## src/hw/rtl/assert_macros.svh

```systemverilog
// assertion macros used by the top-level rtl file
`ifndef ASSERT_MACROS_SVH
`define ASSERT_MACROS_SVH

`ifndef ASSERT_OFF

`define ASSERT_IMP(lbl, clk, rst_n, ante, cons) \
    lbl: assert property (@(posedge clk) disable iff (!(rst_n)) (ante) |-> (cons)) \
        else $error("implication check failed");

`define ASSERT_NXT(lbl, clk, rst_n, ante, cons) \
    lbl: assert property (@(posedge clk) disable iff (!(rst_n)) (ante) |=> (cons)) \
        else $error("next-cycle check failed");

`else

`define ASSERT_IMP(lbl, clk, rst_n, ante, cons)

`define ASSERT_NXT(lbl, clk, rst_n, ante, cons)

`endif

`endif

```

## src/hw/rtl/s2a_pkg.sv

```systemverilog
// package: scan code constants, decode struct and layout tables
package s2a_pkg;

    localparam int unsigned CODE_W  = 8;
    localparam int unsigned KEY_W   = 7;
    localparam int unsigned CHAR_W  = 7;
    localparam int unsigned ENTRY_W = 8;

    localparam logic [KEY_W-1:0] LSHIFT_KEY = 7'd42;
    localparam logic [KEY_W-1:0] RSHIFT_KEY = 7'd54;

    typedef struct packed {
        logic              emit;
        logic [CHAR_W-1:0] ascii;
        logic              shift_nxt;
        logic [KEY_W-1:0]  last_nxt;
    } t_dec;

    // layout table; most rows give a shifted and an unshifted entry, the rest share one
    function automatic logic [ENTRY_W-1:0] layout_entry(input logic [KEY_W-1:0] key,
                                                        input logic shift);
        logic [ENTRY_W-1:0] e;
        e = 8'h00;
        case (key)
            7'h01: e = 8'h1B;
            7'h02: e = shift ? 8'h21 : 8'h31;
            7'h03: e = shift ? 8'h40 : 8'h32;
            7'h04: e = shift ? 8'h23 : 8'h33;
            7'h05: e = shift ? 8'h24 : 8'h34;
            7'h06: e = shift ? 8'h25 : 8'h35;
            7'h07: e = shift ? 8'h5E : 8'h36;
            7'h08: e = shift ? 8'h26 : 8'h37;
            7'h09: e = shift ? 8'h2A : 8'h38;
            7'h0A: e = shift ? 8'h28 : 8'h39;
            7'h0B: e = shift ? 8'h29 : 8'h30;
            7'h0C: e = shift ? 8'h5F : 8'h2D;
            7'h0D: e = shift ? 8'h2B : 8'h3D;
            7'h0E: e = 8'h7F;
            7'h0F: e = 8'h09;
            7'h10: e = shift ? 8'h51 : 8'h71;
            7'h11: e = shift ? 8'h57 : 8'h77;
            7'h12: e = shift ? 8'h45 : 8'h65;
            7'h13: e = shift ? 8'h52 : 8'h72;
            7'h14: e = shift ? 8'h54 : 8'h74;
            7'h15: e = shift ? 8'h59 : 8'h79;
            7'h16: e = shift ? 8'h55 : 8'h75;
            7'h17: e = shift ? 8'h49 : 8'h69;
            7'h18: e = shift ? 8'h4F : 8'h6F;
            7'h19: e = shift ? 8'h50 : 8'h70;
            7'h1A: e = shift ? 8'h7B : 8'h5B;
            7'h1B: e = shift ? 8'h7D : 8'h5D;
            7'h1C: e = 8'h0D;
            7'h1E: e = shift ? 8'h41 : 8'h61;
            7'h1F: e = shift ? 8'h53 : 8'h73;
            7'h20: e = shift ? 8'h44 : 8'h64;
            7'h21: e = shift ? 8'h46 : 8'h66;
            7'h22: e = shift ? 8'h47 : 8'h67;
            7'h23: e = shift ? 8'h48 : 8'h68;
            7'h24: e = shift ? 8'h4A : 8'h6A;
            7'h25: e = shift ? 8'h4B : 8'h6B;
            7'h26: e = shift ? 8'h4C : 8'h6C;
            7'h27: e = shift ? 8'h3A : 8'h3B;
            7'h28: e = shift ? 8'h22 : 8'h27;
            7'h29: e = 8'h60;
            7'h2B: e = 8'h5C;
            7'h2C: e = shift ? 8'h5A : 8'h7A;
            7'h2D: e = shift ? 8'h58 : 8'h78;
            7'h2E: e = shift ? 8'h43 : 8'h63;
            7'h2F: e = shift ? 8'h56 : 8'h76;
            7'h30: e = shift ? 8'h42 : 8'h62;
            7'h31: e = shift ? 8'h4E : 8'h6E;
            7'h32: e = shift ? 8'h4D : 8'h6D;
            7'h33: e = shift ? 8'h3C : 8'h2C;
            7'h34: e = shift ? 8'h3E : 8'h2E;
            7'h35: e = shift ? 8'h3F : 8'h2F;
            7'h37: e = 8'h2A;
            7'h39: e = 8'h20;
            7'h3B: e = 8'h81;
            7'h3C: e = 8'h82;
            7'h3D: e = 8'h83;
            7'h3E: e = 8'h84;
            7'h3F: e = 8'h85;
            7'h40: e = 8'h86;
            7'h41: e = 8'h87;
            7'h42: e = 8'h88;
            7'h43: e = 8'h89;
            7'h44: e = 8'h8A;
            7'h47: e = 8'h37;
            7'h48: e = 8'h38;
            7'h49: e = 8'h39;
            7'h4A: e = 8'h2D;
            7'h4B: e = 8'h34;
            7'h4C: e = 8'h35;
            7'h4D: e = 8'h36;
            7'h4E: e = 8'h2B;
            7'h4F: e = 8'h31;
            7'h50: e = 8'h32;
            7'h51: e = 8'h33;
            7'h52: e = 8'h30;
            7'h53: e = 8'h7F;
            7'h56: e = 8'h8B;
            7'h57: e = 8'h8C;
            7'h62: e = 8'h0D;
            7'h64: e = 8'h2F;
            default: e = 8'h00;
        endcase
        return e;
    endfunction

endpackage

```

## src/hw/rtl/s2a_if.sv

```systemverilog
// stream interfaces for scan code input and character output
interface s2a_scan_if;
    logic       valid;
    logic       ready;
    logic [7:0] scan_code;

    modport source (output valid, output scan_code, input ready);
    modport sink   (input valid, input scan_code, output ready);
endinterface

interface s2a_ascii_if;
    logic       valid;
    logic       ready;
    logic [6:0] ascii_char;

    modport source (output valid, output ascii_char, input ready);
    modport sink   (input valid, input ascii_char, output ready);
endinterface

```

## src/hw/rtl/s2a_decode.sv

```systemverilog
// decode of one scan code against the shift and last-key state
module s2a_decode (
    input  logic [s2a_pkg::CODE_W-1:0] i_code,
    input  logic                       i_shift,
    input  logic [s2a_pkg::KEY_W-1:0]  i_last,
    output s2a_pkg::t_dec              o_dec
);
    import s2a_pkg::*;

    logic [KEY_W-1:0]   w_key;
    logic               w_release;
    logic               w_is_shift;
    logic [ENTRY_W-1:0] w_entry;

    assign w_key      = i_code[KEY_W-1:0];
    assign w_release  = i_code[CODE_W-1];
    assign w_is_shift = (w_key == LSHIFT_KEY) || (w_key == RSHIFT_KEY);
    assign w_entry    = layout_entry(w_key, i_shift);

    always_comb begin
        o_dec.emit      = 1'b0;
        o_dec.ascii     = w_entry[CHAR_W-1:0];
        o_dec.shift_nxt = i_shift;
        o_dec.last_nxt  = i_last;
        if (w_is_shift) begin
            o_dec.shift_nxt = ~w_release;
        end else if (w_release) begin
            o_dec.last_nxt = '0;
        end else if (w_key != i_last) begin
            // fresh press; codes above the ascii range are dropped
            o_dec.last_nxt = w_key;
            o_dec.emit     = (w_entry != '0) && !w_entry[ENTRY_W-1];
        end
    end

endmodule

```

## src/hw/rtl/scancode_to_ascii_decoder_top.sv

```systemverilog
// top level: set 1 scan code to ascii decoder with registered stream ports
// Takes one scan code byte per transfer and returns at most one 7-bit character per byte.
// A byte is accepted in every clock cycle unless the input register holds a stalled one;
// it is captured in that input register, decoded against the shift and last-key state by
// one table lookup, and the character lands in the result register that drives the port.
// Shift make/break, other releases, auto-repeats and keys with no printable entry give
// no character. The result register lets the next byte in while a character waits; only
// a byte that would give a character is held in the input register behind a stalled one.
`include "assert_macros.svh"

module scancode_to_ascii_decoder_top (
    input  logic              i_clk,
    input  logic              i_rst_n,
    s2a_scan_if.sink          i_scan,
    s2a_ascii_if.source       o_ascii
);
    import s2a_pkg::*;

    logic              r_in_vld;
    logic              n_in_vld;
    logic [CODE_W-1:0] r_code;
    logic              r_shift;
    logic              n_shift;
    logic [KEY_W-1:0]  r_last;
    logic [KEY_W-1:0]  n_last;
    logic              r_out_vld;
    logic              n_out_vld;
    logic [CHAR_W-1:0] r_char;
    logic [CHAR_W-1:0] n_char;
    logic              w_adv;
    logic              w_in_rdy;
    t_dec              w_dec;

    s2a_decode u_decode (
        .i_code  (r_code),
        .i_shift (r_shift),
        .i_last  (r_last),
        .o_dec   (w_dec)
    );

    // stage moves on unless a character would overwrite a stalled one
    assign w_adv    = r_in_vld && (!w_dec.emit || !r_out_vld || o_ascii.ready);
    assign w_in_rdy = !r_in_vld || w_adv;

    assign i_scan.ready       = w_in_rdy;
    assign o_ascii.valid      = r_out_vld;
    assign o_ascii.ascii_char = r_char;

    always_comb begin
        n_in_vld  = r_in_vld;
        n_shift   = r_shift;
        n_last    = r_last;
        n_out_vld = r_out_vld;
        n_char    = r_char;
        if (w_adv) begin
            n_in_vld = 1'b0;
            n_shift  = w_dec.shift_nxt;
            n_last   = w_dec.last_nxt;
        end
        if (i_scan.valid && w_in_rdy) begin
            n_in_vld = 1'b1;
        end
        if (r_out_vld && o_ascii.ready) begin
            n_out_vld = 1'b0;
        end
        if (w_adv && w_dec.emit) begin
            n_out_vld = 1'b1;
            n_char    = w_dec.ascii;
        end
    end

    always_ff @(posedge i_clk) begin
        if (!i_rst_n) begin
            r_in_vld  <= 1'b0;
            r_shift   <= 1'b0;
            r_last    <= '0;
            r_out_vld <= 1'b0;
        end else begin
            r_in_vld  <= n_in_vld;
            r_shift   <= n_shift;
            r_last    <= n_last;
            r_out_vld <= n_out_vld;
        end
    end

    always_ff @(posedge i_clk) begin
        if (i_scan.valid && w_in_rdy) begin
            r_code <= i_scan.scan_code;
        end
        r_char <= n_char;
    end

    `ASSERT_IMP(a_char_nonzero, i_clk, i_rst_n, r_out_vld, r_char != '0)
    `ASSERT_IMP(a_state_after_reset, i_clk, i_rst_n, !$past(i_rst_n),
                !r_shift && r_last == '0 && !r_in_vld && !r_out_vld)
    `ASSERT_NXT(a_emit_is_fresh_key, i_clk, i_rst_n, w_adv && w_dec.emit,
                r_out_vld && r_last == $past(r_code[KEY_W-1:0]))
    `ASSERT_NXT(a_stalled_byte_held, i_clk, i_rst_n, r_in_vld && !w_adv,
                r_in_vld && $stable(r_code))

endmodule
```

## src/flat_wrapper.sv

```systemverilog
// flat-port wrapper written by rule: the top's interface ports become plain ports
module scancode_to_ascii_decoder_top_flat import s2a_pkg::*;
  (i_clk, i_rst_n, i_scan_valid, i_scan_scan_code, i_scan_ready, o_ascii_valid, o_ascii_ascii_char, o_ascii_ready);
  s2a_scan_if i_scan_i ();
  s2a_ascii_if o_ascii_i ();
  input  logic i_clk;
  input  logic i_rst_n;
  input wire logic [$bits(i_scan_i.valid)-1:0] i_scan_valid;
  input wire logic [$bits(i_scan_i.scan_code)-1:0] i_scan_scan_code;
  output wire logic [$bits(i_scan_i.ready)-1:0] i_scan_ready;
  output wire logic [$bits(o_ascii_i.valid)-1:0] o_ascii_valid;
  output wire logic [$bits(o_ascii_i.ascii_char)-1:0] o_ascii_ascii_char;
  input wire logic [$bits(o_ascii_i.ready)-1:0] o_ascii_ready;
  assign i_scan_i.valid = i_scan_valid;
  assign i_scan_i.scan_code = i_scan_scan_code;
  assign i_scan_ready = i_scan_i.ready;
  assign o_ascii_valid = o_ascii_i.valid;
  assign o_ascii_ascii_char = o_ascii_i.ascii_char;
  assign o_ascii_i.ready = o_ascii_ready;
  scancode_to_ascii_decoder_top u_core (.i_clk(i_clk), .i_rst_n(i_rst_n), .i_scan(i_scan_i), .o_ascii(o_ascii_i));
endmodule
```

## config.mk

```make
export PLATFORM = sky130hd
export DESIGN_NAME = scancode_to_ascii_decoder_top_flat
export DESIGN_NICKNAME = d
export VERILOG_FILES = /design/src/hw/rtl/s2a_pkg.sv /design/src/hw/rtl/s2a_if.sv /design/src/hw/rtl/s2a_decode.sv /design/src/hw/rtl/scancode_to_ascii_decoder_top.sv /design/src/flat_wrapper.sv
export VERILOG_INCLUDE_DIRS = /design/src /design/src/hw/rtl
export SDC_FILE = /design/constraint.sdc
export NUM_CORES = 1
export LEC_CHECK = 0
export ABC_AREA = 1
export BUFFER_PORTS_ARGS = -buffer_cell sky130_fd_sc_hd__clkbuf_2
export CAP_MARGIN = 5
export CELL_PAD_IN_SITES_DETAIL_PLACEMENT = 1
export CELL_PAD_IN_SITES_GLOBAL_PLACEMENT = 1
export CORE_MARGIN = 2
export CORE_UTILIZATION = 38
export CTS_BUF_LIST = sky130_fd_sc_hd__clkbuf_16
export CTS_CLUSTER_SIZE = 8
export DETAILED_ROUTE_END_ITERATION = 8
export HOLD_SLACK_MARGIN = 0.15
export PLACE_DENSITY = 0.81
export REMOVE_ABC_BUFFERS = 1
export SETUP_SLACK_MARGIN = 0.15
export SLEW_MARGIN = 20
export SYNTH_ARGS = -nofsm -noshare
export SYNTH_HDL_FRONTEND = slang
export SYNTH_SLANG_ARGS = --single-unit
```

## constraint.sdc

```tcl
create_clock -name i_clk -period 2.2 [get_ports i_clk]
set_input_delay 0.44 -clock i_clk [delete_from_list [all_inputs] [get_ports i_clk]]
set_output_delay 0.44 -clock i_clk [all_outputs]
set_load 0.02 [all_outputs]
```

==> results_tabular.tex, run 1 <==
\begin{tabular}{lr}
\hline
Metric & Value \\
\hline
\multicolumn{2}{l}{\textbf{Clock tree}} \\
\quad Count of H-tree levels built during CTS & 1 \\
\quad Max Buffers Root-to-Sink & 2 \\
\quad Post-CTS Hold Fix Bufs & 0 \\
\quad Clock sinks & 25 \\
\quad Num CTS Buffers & 3 \\
\quad Root buffer selected by CTS & sky130\_fd\_sc\_hd\_\_clkbuf\_16 \\
\multicolumn{2}{l}{\textbf{Yosys}} \\
\quad Synth area leaders & sky130\_fd\_sc\_hd\_\_edfxtp\_1 18\%, sky130\_fd\_sc\_hd\_\_nand2\_1 17\%, sky130\_fd\_sc\_hd\_\_nor2\_1 9.8\% \\
\quad Share of synthesized area occupied by flip-flops and latches & about a quarter \\
\quad Synth Area per Inst & between 6 and 7 sq um \\
\quad Synthesis-stage register bit count & 25 \\
\quad Main flop type after synthesis & sky130\_fd\_sc\_hd\_\_edfxtp\_1 \\
\quad Most repeated cell in the gate-level netlist after synthesis & sky130\_fd\_sc\_hd\_\_nand2\_1 \\
\quad Area fraction of the dominant cell type after synthesis & between 15 and 20\% \\
\quad Async set-or-reset flop fraction in the synthesized netlist & 0\% \\
\quad Number of flops mapped to enable cells by yosys & 15 \\
\quad Top cell types by occurrence after synthesis & 113 x sky130\_fd\_sc\_hd\_\_nand2\_1, 64 x sky130\_fd\_sc\_hd\_\_nor2\_1, 42 x sky130\_fd\_sc\_hd\_\_inv\_1 \\
\quad Area of the mapped netlist & 2460 sq um \\
\quad Netlist cell types & 47 \\
\quad Synthesized instance count & 396 \\
\quad Biggest area consumer among synthesized cells & sky130\_fd\_sc\_hd\_\_edfxtp\_1 \\
\quad Warnings from Yosys & 0 \\
\multicolumn{2}{l}{\textbf{Placed design}} \\
\quad Final weighted congestion of routability-driven global placement & approximately 1.0 \\
\quad Detailed placer's ending HPWL & between 10000 and 15000 um \\
\quad Placement Cell Area & $\sim$3400 sq um \\
\quad Buffers on Ports & 20 \\
\multicolumn{2}{l}{\textbf{Global route}} \\
\quad Total track usage & roughly 77\% \\
\quad Grt total ovfl & around 170 \\
\quad Maximum number of pins on one net before global-route repair & 14 \\
\multicolumn{2}{l}{\textbf{Floorplan}} \\
\quad Die X & roughly 84 um \\
\quad Effective utilization at floorplan & around two fifths \\
\quad Vertical die dimension & $\sim$84 um \\
\quad \# IOs & 21 \\
\quad Total number of placement rows & 29 \\
\multicolumn{2}{l}{\textbf{Timing}} \\
\quad Final worst endpoint reported by repair\_timing after global routing & i\_scan\_ready \\
\quad Kind of the worst endpoint & top-level output \\
\multicolumn{2}{l}{\textbf{Run status}} \\
\quad Step where the flow halted & global routing \\
\quad Stop err & [ERROR GRT-0232] Routing congestion too high. Check the congestion heatmap in the GUI. \\
\quad Status & aborted with a tool error \\
\hline
\end{tabular}
[kinds of logic after synthesis]
family          count (synthesis)  share of synthesized area (%)
simple gates                  247                           46.0
xor+xnor                        4                           1.43
flops                          25                           26.5
buf+inv                        68                           12.1
compound gates                 52                           14.0
[through the flow]
stage          hold slack (ps)  cells  TNS [ps]  setup slack, ps
2_1_floorplan              498    384     -1600             -177
4_1_cts                    348    624     -7760             -478
3_5_place_dp               526    590     -9000             -475
3_3_place_gp               510    590     -6220             -370
[per-layer routing]
layer	GRT overflow	track usage, %
met5	0	0
met4	67	92.4
met3	1	51.3
met2	105	99.4
met1	1	73.6
[timing repair]
action | 4_1_cts
gates resized for setup | 103
buffers inserted | 30
pin swaps | 25
setup endpoints to repair | 32
==> inputs of run 2 (changes only) <==
--- a/config.mk
+++ b/config.mk
@@ -9,17 +9,11 @@
 export ABC_AREA = 1
 export BUFFER_PORTS_ARGS = -buffer_cell sky130_fd_sc_hd__clkbuf_2
 export CAP_MARGIN = 5
-export CELL_PAD_IN_SITES_DETAIL_PLACEMENT = 1
-export CELL_PAD_IN_SITES_GLOBAL_PLACEMENT = 1
 export CORE_MARGIN = 2
-export CORE_UTILIZATION = 38
-export CTS_BUF_LIST = sky130_fd_sc_hd__clkbuf_16
-export CTS_CLUSTER_SIZE = 8
+export CORE_UTILIZATION = 40
 export DETAILED_ROUTE_END_ITERATION = 8
-export HOLD_SLACK_MARGIN = 0.15
-export PLACE_DENSITY = 0.81
+export PLACE_DENSITY_LB_ADDON = 0.15
 export REMOVE_ABC_BUFFERS = 1
-export SETUP_SLACK_MARGIN = 0.15
 export SLEW_MARGIN = 20
 export SYNTH_ARGS = -nofsm -noshare
 export SYNTH_HDL_FRONTEND = slang
==> constraint.sdc (replaced) <==
create_clock -name i_clk -period 2.9 [get_ports i_clk]
set_input_delay 0.58 -clock i_clk [delete_from_list [all_inputs] [get_ports i_clk]]
set_output_delay 0.58 -clock i_clk [all_outputs]
set_load 0.02 [all_outputs]
==> run 2 against run 1 <==
The run now ends clean. Synthesized area is the same. Synthesized cell count is the same.
==> results_tabular.tex, run 2 <==
\begin{tabular}{lr}
\hline
Metric & Value \\
\hline
\multicolumn{2}{l}{\textbf{Critical path}} \\
\quad Worst path slowest cell & sky130\_fd\_sc\_hd\_\_edfxtp\_1 \\
\quad Capturing point of the worst reg2reg path & u\_core.r\_code[0] \\
\quad Worst-case reg-to-reg path depth & 14 \\
\quad Crit Path Category & register to output pin \\
\quad Worst EP required & around 2300 ps \\
\quad Top Family by Delay on Critical Path & simple AND/OR/NAND/NOR gates \\
\quad Cell chain of the critical path & buf\_4, nor2\_4, nand2\_1, nor3\_2, nor2\_4, nand2\_1, nor2\_2, nand3\_2, and2\_4, nand3\_2, buf\_6 \\
\quad Crit path arrival time & 2230 ps \\
\quad Critical-path maximum fanout & 6 \\
\quad Worst flop-to-flop path startpoint & u\_core.r\_code[5] \\
\quad Startpoint Class & register \\
\quad Register-to-register path setup slack & about 360 ps \\
\quad CP Buf/Inv Count & 2 \\
\quad Beginning of the critical path & u\_core.r\_code[3] \\
\quad Critical path capture point type & output pin \\
\quad Peak per-stage delay on the critical path & $\sim$400 ps \\
\multicolumn{2}{l}{\textbf{Drt}} \\
\quad Detailed Route Iter0 Violations & 371 \\
\quad DRC violation count after routing & 0 \\
\quad Per-cell via count in the routed design & approximately 5.9 \\
\quad Count of vias placed by the detailed router & between 3k and 4k \\
\quad Total Routed Length & about 10000 um \\
\quad Detailed-routing iteration count for the pre-antenna-repair pass & 7 \\
\quad Final routed wire length divided by cell count & approximately 18 um \\
\quad ANT nets after route & 0 \\
\multicolumn{2}{l}{\textbf{Yosys}} \\
\quad Most repeated cell in the gate-level netlist after synthesis & sky130\_fd\_sc\_hd\_\_nand2\_1 \\
\quad Synthesized instance count & 396 (unchanged) \\
\quad Top cell types by occurrence after synthesis & 113 x sky130\_fd\_sc\_hd\_\_nand2\_1, 64 x sky130\_fd\_sc\_hd\_\_nor2\_1, 42 x sky130\_fd\_sc\_hd\_\_inv\_1 \\
\quad Area fraction of the dominant cell type after synthesis & 18.3\% (unchanged) \\
\quad Area of the mapped netlist & 2460 sq um (unchanged) \\
\quad Warnings from Yosys & 0 (unchanged) \\
\quad Synth Area per Inst & 6.20 sq um (unchanged) \\
\quad Synth area leaders & sky130\_fd\_sc\_hd\_\_edfxtp\_1 18\%, sky130\_fd\_sc\_hd\_\_nand2\_1 17\%, sky130\_fd\_sc\_hd\_\_nor2\_1 9.8\% \\
\quad Netlist cell types & 47 (unchanged) \\
\quad Biggest area consumer among synthesized cells & sky130\_fd\_sc\_hd\_\_edfxtp\_1 \\
\quad Share of synthesized area occupied by flip-flops and latches & 26.5\% (unchanged) \\
\quad Synthesis-stage register bit count & 25 (unchanged) \\
\quad Async set-or-reset flop fraction in the synthesized netlist & 0\% (unchanged) \\
\quad Main flop type after synthesis & sky130\_fd\_sc\_hd\_\_edfxtp\_1 \\
\quad Number of flops mapped to enable cells by yosys & 15 (unchanged) \\
\multicolumn{2}{l}{\textbf{Clock tree}} \\
\quad Root buffer selected by CTS & sky130\_fd\_sc\_hd\_\_clkbuf\_8 \\
\quad Max Buffers Root-to-Sink & 2 (unchanged) \\
\quad Count of H-tree levels built during CTS & 1 (unchanged) \\
\quad Clock Pin Slew Worst Setup and Hold Paths & about 90 ps \\
\quad Source-to-sink clock delay at the later pin of the worst-skew pair & around 280 ps \\
\quad CTS tree & built \\
\quad Post-CTS Hold Fix Bufs & 0 (unchanged) \\
\quad Num CTS Buffers & 3 (unchanged) \\
\quad Clock sinks & 25 (unchanged) \\
\multicolumn{2}{l}{\textbf{Floorplan}} \\
\quad Vertical die dimension & 82.4 um (-2.4\%) \\
\quad Effective utilization at floorplan & 41.5\% (+2.6 points) \\
\quad Die Footprint & 6780 sq um \\
\quad \# IOs & 21 (unchanged) \\
\quad Die X & 82.4 um (-2.4\%) \\
\quad Total number of placement rows & 28 (-3.4\%) \\
\quad Core footprint & 5920 sq um \\
\multicolumn{2}{l}{\textbf{Timing}} \\
\quad Post-Route Hold Slack & between 400 and 500 ps \\
\quad Period minus WS final & $\sim$2800 ps \\
\quad Worst Tran Pin Value & 673 ps \\
\quad Share of the cycle needed by the critical path after routing & a little over nine tenths \\
\quad Number of endpoints failing setup at the final stage & 0 \\
\quad Max-slew violation total from the final report & 0 \\
\quad Worst setup skew after layout & roughly 9.7 ps \\
\quad Fmax & about 0.36 GHz \\
\quad Relative slew slack & roughly 54\% \\
\quad Worst Setup Slack, final & between 80 and 90 ps \\
\quad Count of final hold-check violations & 0 \\
\multicolumn{2}{l}{\textbf{Finish}} \\
\quad Fin nets & roughly 470 \\
\quad Biggest register & u\_core.r\_code \\
\quad Share of layout cells above drive strength 1 & a little under a third \\
\quad Count of inserted antenna diode cells & 0 \\
\quad Growth of design area from synthesis to finish & 28.8\% \\
\quad Commonest cells after routing, fill and taps aside & 106 x sky130\_fd\_sc\_hd\_\_nand2\_1, 51 x sky130\_fd\_sc\_hd\_\_nor2\_1, 45 x sky130\_fd\_sc\_hd\_\_buf\_4 \\
\quad Commonest non-fill, non-tap cell in the layout & sky130\_fd\_sc\_hd\_\_nand2\_1 \\
\quad Max reg flops & 8 \\
\multicolumn{2}{l}{\textbf{Placed design}} \\
\quad Final weighted congestion of routability-driven global placement & 1.01 (-2.8\%) \\
\quad Post-Place Setup Slack & 183 ps (+658 ps) \\
\quad Buffers on Ports & 20 (unchanged) \\
\quad Detailed placer's ending HPWL & 7480 um (-27\%) \\
\multicolumn{2}{l}{\textbf{Global route}} \\
\quad Total track usage & 29.1\% \\
\quad Grt total ovfl & 0 \\
\quad Number of antenna violations at the first check in global routing & 0 \\
\quad Wire length of the first global-routing pass & between 10000 and 15000 um \\
\quad Maximum number of pins on one net before global-route repair & 15 \\
\quad Number of global-route vias before repair & roughly 2.8k \\
\multicolumn{2}{l}{\textbf{Min path}} \\
\quad Worst hold-check path type & input port to register \\
\quad Cell count of the worst hold path & 1 \\
\quad Worst Hold End & u\_core.r\_code[3] \\
\quad Beginning of the worst hold path & i\_scan\_scan\_code[3] \\
\multicolumn{2}{l}{\textbf{Pwr}} \\
\quad Cell Pwr Density & 288 nW/um\^{}2 \\
\quad IR Drop Worst-Case VDD & 0.257 mV \\
\quad Leakage & 1.56 nW \\
\multicolumn{2}{l}{\textbf{Run status}} \\
\quad Status & finished, final reports clean \\
\multicolumn{2}{l}{\textbf{Flow run}} \\
\quad Max Cap Viol & 0 \\
\hline
\end{tabular}
-- run 2: metrics by stage --
step	total power, mW	setup TNS (ps)	instance area, sq um	instances	utilization [%]
after global routing	0.951	-0.337	3160	531	53.4
after floorplan	0.564	0	2370	384	-
after detailed placement	0.650	0	2780	506	46.9
after global placement	0.653	0	2780	506	46.9
after CTS	0.882	0	2950	524	49.8
final	0.912	0	3160	531	53.4
-- run 2: final cells by class --
type | count | area, sq um
tap | 75 | 93.8
fill | 587 | 2760
inverter | 56 | 218
clock buffer | 3 | 41.3
timing repair buffer | 68 | 487
sequential | 25 | 651
multi-input combinational | 303 | 1670
clock inverter | 1 | 5.00
-- run 2: power breakdown --
| part | switching, mW | total (mW) | internal [mW] | leakage (nW) |
|---|---|---|---|---|
| Combinational | 0.175 | 0.283 | 0.107 | 1.31 |
| Clock | 0.118 | 0.214 | 0.0964 | 0.0255 |
| Sequential | 0.0166 | 0.415 | 0.398 | 0.226 |
-- run 2: worst max-delay path by stage --
stage	to	cells after the start	slack, ps
after floorplan	i_scan_ready	10	520
after global placement	i_scan_ready	11	130
after detailed placement	i_scan_ready	11	180
after CTS	i_scan_ready	11	3
after global routing	i_scan_ready	12	-0.3
final	i_scan_ready	11	90
-- run 2: kinds of logic after synthesis --
group / after synthesis / synth area share [%]
AO/OA/AOI/OAI: 52 / 14.0
flip-flops: 25 / 26.5
AND/OR/NAND/NOR: 247 / 46.0
buffers and inverters: 68 / 12.1
XOR/XNOR: 4 / 1.43
-- run 2: timing repair --
item,CTS,global route
endpoints found under the setup margin,1,1
resized for setup,5,51
setup buffers,14,7
hold endpoints to repair,0,0
pin swaps,0,8
-- run 2: routing by layer --
metal	up-vias	global-route usage (%)	part of all wire, %
met4	0	11.7	5.7
met2	247	49.0	46
met5	-	0	0
met1	1418	36.6	38
li1	1428	-	-
met3	60	5.43	9.9
Power figures use the tool's default switching activity.
==> inputs of run 3 (changes only) <==
==> constraint.sdc (replaced) <==
create_clock -name i_clk -period 3.5 [get_ports i_clk]
set_input_delay 0.7 -clock i_clk [delete_from_list [all_inputs] [get_ports i_clk]]
set_output_delay 0.7 -clock i_clk [all_outputs]
set_load 0.02 [all_outputs]
==> run 3 against run 2 <==
First-iteration DRC count grew 45%. Sequential cell count unchanged. Utilization fell by 8.5 points. Cell count fell by 7.9%. Die area stayed put. Combinational power shrank 40%. Global-route usage fell by 0.34 points. Critical path depth did not move. Sequential power is 16% lower. Largest power group unchanged. Highest routed layer unchanged.
==> results_tabular.tex, run 3 (synthesized netlist as in run 2, its figures left out) <==
\begin{tabular}{lr}
\hline
Metric & Value \\
\hline
\multicolumn{2}{l}{\textbf{Clock tree}} \\
\quad Root buffer selected by CTS & sky130\_fd\_sc\_hd\_\_clkbuf\_8 \\
\quad Clock Pin Slew Worst Setup and Hold Paths & 120 ps (+30 ps) \\
\quad Num CTS Buffers & 3 (unchanged) \\
\quad Post-CTS Hold Fix Bufs & 0 (unchanged) \\
\quad Count of H-tree levels built during CTS & 1 (unchanged) \\
\quad Clock sinks & 25 (unchanged) \\
\quad Source-to-sink clock delay at the later pin of the worst-skew pair & 290 ps (about the same) \\
\quad Max Buffers Root-to-Sink & 2 (unchanged) \\
\quad CTS tree & built \\
\multicolumn{2}{l}{\textbf{Drt}} \\
\quad Total Routed Length & 9020 um (-7.6\%) \\
\quad Final routed wire length divided by cell count & 18.5 um (+0.33\%) \\
\quad Detailed-routing iteration count for the pre-antenna-repair pass & 6 (-1) \\
\quad Detailed Route Iter0 Violations & 537 (+45\%) \\
\quad ANT nets after route & 0 (unchanged) \\
\quad Per-cell via count in the routed design & 6.03 (+1.6\%) \\
\quad Count of vias placed by the detailed router & 2951 (-6.4\%) \\
\quad DRC violation count after routing & 0 (unchanged) \\
\multicolumn{2}{l}{\textbf{Placed design}} \\
\quad Buffers on Ports & 20 (unchanged) \\
\quad Post-Place Setup Slack & 496 ps (+313 ps) \\
\quad Detailed placer's ending HPWL & 7200 um (-3.7\%) \\
\quad Placement Cell Area & 2610 sq um (-6.1\%) \\
\quad Final weighted congestion of routability-driven global placement & 1.08 (+7.4\%) \\
\multicolumn{2}{l}{\textbf{Global route}} \\
\quad Number of global-route vias before repair & 2697 (-3.8\%) \\
\quad Grt total ovfl & 0 (unchanged) \\
\quad Total track usage & 28.8\% (-0.34 points) \\
\quad Wire length of the first global-routing pass & 14400 um (-0.67\%) \\
\quad Maximum number of pins on one net before global-route repair & 16 (+1) \\
\quad Number of antenna violations at the first check in global routing & 0 (unchanged) \\
\multicolumn{2}{l}{\textbf{Floorplan}} \\
\quad Vertical die dimension & 82.4 um (unchanged) \\
\quad Die X & 82.4 um (unchanged) \\
\quad Core footprint & 5920 sq um (unchanged) \\
\quad \# IOs & 21 (unchanged) \\
\quad Effective utilization at floorplan & 41.5\% (unchanged) \\
\quad Total number of placement rows & 28 (unchanged) \\
\quad Die Footprint & 6780 sq um (unchanged) \\
\multicolumn{2}{l}{\textbf{Timing}} \\
\quad Worst Setup Slack, final & 176 ps (+87.4 ps) \\
\quad Worst Tran Pin Value & 740 ps (+66.9 ps) \\
\quad Count of final hold-check violations & 0 (unchanged) \\
\quad Period minus WS final & about 3300 ps \\
\quad Relative slew slack & 49.4\% (-4.6 points) \\
\quad Fmax & 0.301 GHz \\
\quad Total Negative Setup Slacks & 0 ps (unchanged) \\
\quad Number of endpoints failing setup at the final stage & 0 (unchanged) \\
\quad Share of the cycle needed by the critical path after routing & between 90\% and 100\% \\
\quad Unrepaired setup endpoints after global routing & false \\
\quad Max-slew violation total from the final report & 0 (unchanged) \\
\quad Worst setup skew after layout & 11.3 ps (+1.58 ps) \\
\multicolumn{2}{l}{\textbf{Finish}} \\
\quad Commonest cells after routing, fill and taps aside & 113 x sky130\_fd\_sc\_hd\_\_nand2\_1, 64 x sky130\_fd\_sc\_hd\_\_nor2\_1, 42 x sky130\_fd\_sc\_hd\_\_inv\_1 \\
\quad Biggest register & u\_core.r\_code \\
\quad Finished Cell Area & 2660 sq um (-16\%) \\
\quad Growth of design area from synthesis to finish & 8.35\% \\
\quad Max reg flops & 8 (unchanged) \\
\quad Share of layout cells above drive strength 1 & 16.2\% (-15 points) \\
\quad Commonest non-fill, non-tap cell in the layout & sky130\_fd\_sc\_hd\_\_nand2\_1 \\
\quad Count of filler cells inserted in the layout & 642 (+9.4\%) \\
\quad Fin nets & 427 (-9.0\%) \\
\quad Count of inserted antenna diode cells & 0 (unchanged) \\
\multicolumn{2}{l}{\textbf{Min path}} \\
\quad Beginning of the worst hold path & u\_core.r\_last[4] \\
\quad Worst hold-check path type & register to register \\
\quad Cell count of the worst hold path & 4 (+3) \\
\quad Worst Hold End & u\_core.r\_last[4] \\
\multicolumn{2}{l}{\textbf{Critical path}} \\
\quad Capturing point of the worst reg2reg path & u\_core.r\_code[6] \\
\quad Crit path arrival time & 2620 ps (+390 ps) \\
\quad Worst-case reg-to-reg path depth & 12 (-2) \\
\quad Critical path capture point type & output pin \\
\quad Register-to-register path setup slack & 700 ps (+340 ps) \\
\quad Crit Path Category & register to output pin \\
\quad Worst flop-to-flop path startpoint & u\_core.r\_code[1] \\
\quad Worst EP required & 2800 ps (+480 ps) \\
\quad Critical-path maximum fanout & 10 (+4) \\
\quad Startpoint Class & register \\
\multicolumn{2}{l}{\textbf{Pwr}} \\
\quad Leakage & 1.30 nW (-17\%) \\
\quad IR Drop Worst-Case VDD & 0.166 mV (-35\%) \\
\quad Cell Pwr Density & 271 nW/um\^{}2 (-6.1\%) \\
\multicolumn{2}{l}{\textbf{Flow run}} \\
\quad Max Cap Viol & 0 (unchanged) \\
\multicolumn{2}{l}{\textbf{Run status}} \\
\quad Status & finished, final reports clean \\
\hline
\end{tabular}
## run 3: changes by cell type in the layout (fill, tap and decap cells not counted), sizes merged
cell    before  now
buf         49    6
clkbuf      22   23
clkinv       3    2
inv         54   55
## run 3: metrics by stage
step	power (mW)	util [%]	instances	hold WS [ps]
global placement	0.527	44.1	485	517
detailed placement	0.523	44.1	485	523
CTS	0.715	44.9	489	542
floorplan	0.467	-	384	498
global route	0.751	44.9	489	577
finish	0.720	44.9	489	539
## run 3: how the worst max path moves through the flow
stage,startpoint,endpoint,slack [ps]
after floorplan,u_core.r_code[5],i_scan_ready,1000
after global placement,u_core.r_code[3],i_scan_ready,420
after detailed placement,u_core.r_code[3],i_scan_ready,500
after CTS,u_core.r_code[3],i_scan_ready,170
after global routing,u_core.r_code[3],i_scan_ready,20
final,u_core.r_code[1],i_scan_ready,180
## run 3: final cells by class
cell class | instances | area [sq um] | share of cell area, %
clock inverters | 1 | 6.26 | 0.235
clock buffers | 3 | 41.3 | 1.55
inverters | 56 | 210 | 7.90
multi-input cells | 303 | 1510 | 56.9
repair buffers | 26 | 145 | 5.45
well taps | 75 | 93.8 | 3.53
flip-flops and latches | 25 | 651 | 24.4
## run 3: layer usage
layer  GRT usage (%)  part of all wire, %
met1            36.9                   37
met2            46.0                   43
met3            4.46                   12
met4            16.2                  7.8
met5               0                    0
## run 3: power by group
group	internal, mW	switching (mW)	total [mW]
Clock	0.0819	0.117	0.199
Combinational	0.0545	0.117	0.171
Sequential	0.330	0.0200	0.350
## run 3: worst max-delay path: stages (launching register included)
cell and delay, ps:
sky130_fd_sc_hd__edfxtp_1 610, sky130_fd_sc_hd__inv_2 150, sky130_fd_sc_hd__nor2_1 250, sky130_fd_sc_hd__nand2_1 280
sky130_fd_sc_hd__a21oi_1 260, sky130_fd_sc_hd__nor2_1 90, sky130_fd_sc_hd__nand2_1 100, sky130_fd_sc_hd__nor2_2 50
sky130_fd_sc_hd__nand3_2 90, sky130_fd_sc_hd__and2_1 160, sky130_fd_sc_hd__nand3_2 90, sky130_fd_sc_hd__clkbuf_2 190
## run 3: what timing repair did
action	CTS	global route
resized for setup	0	1
endpoints found under the setup margin	0	1
setup buffers	0	0
hold endpoints to repair	0	0
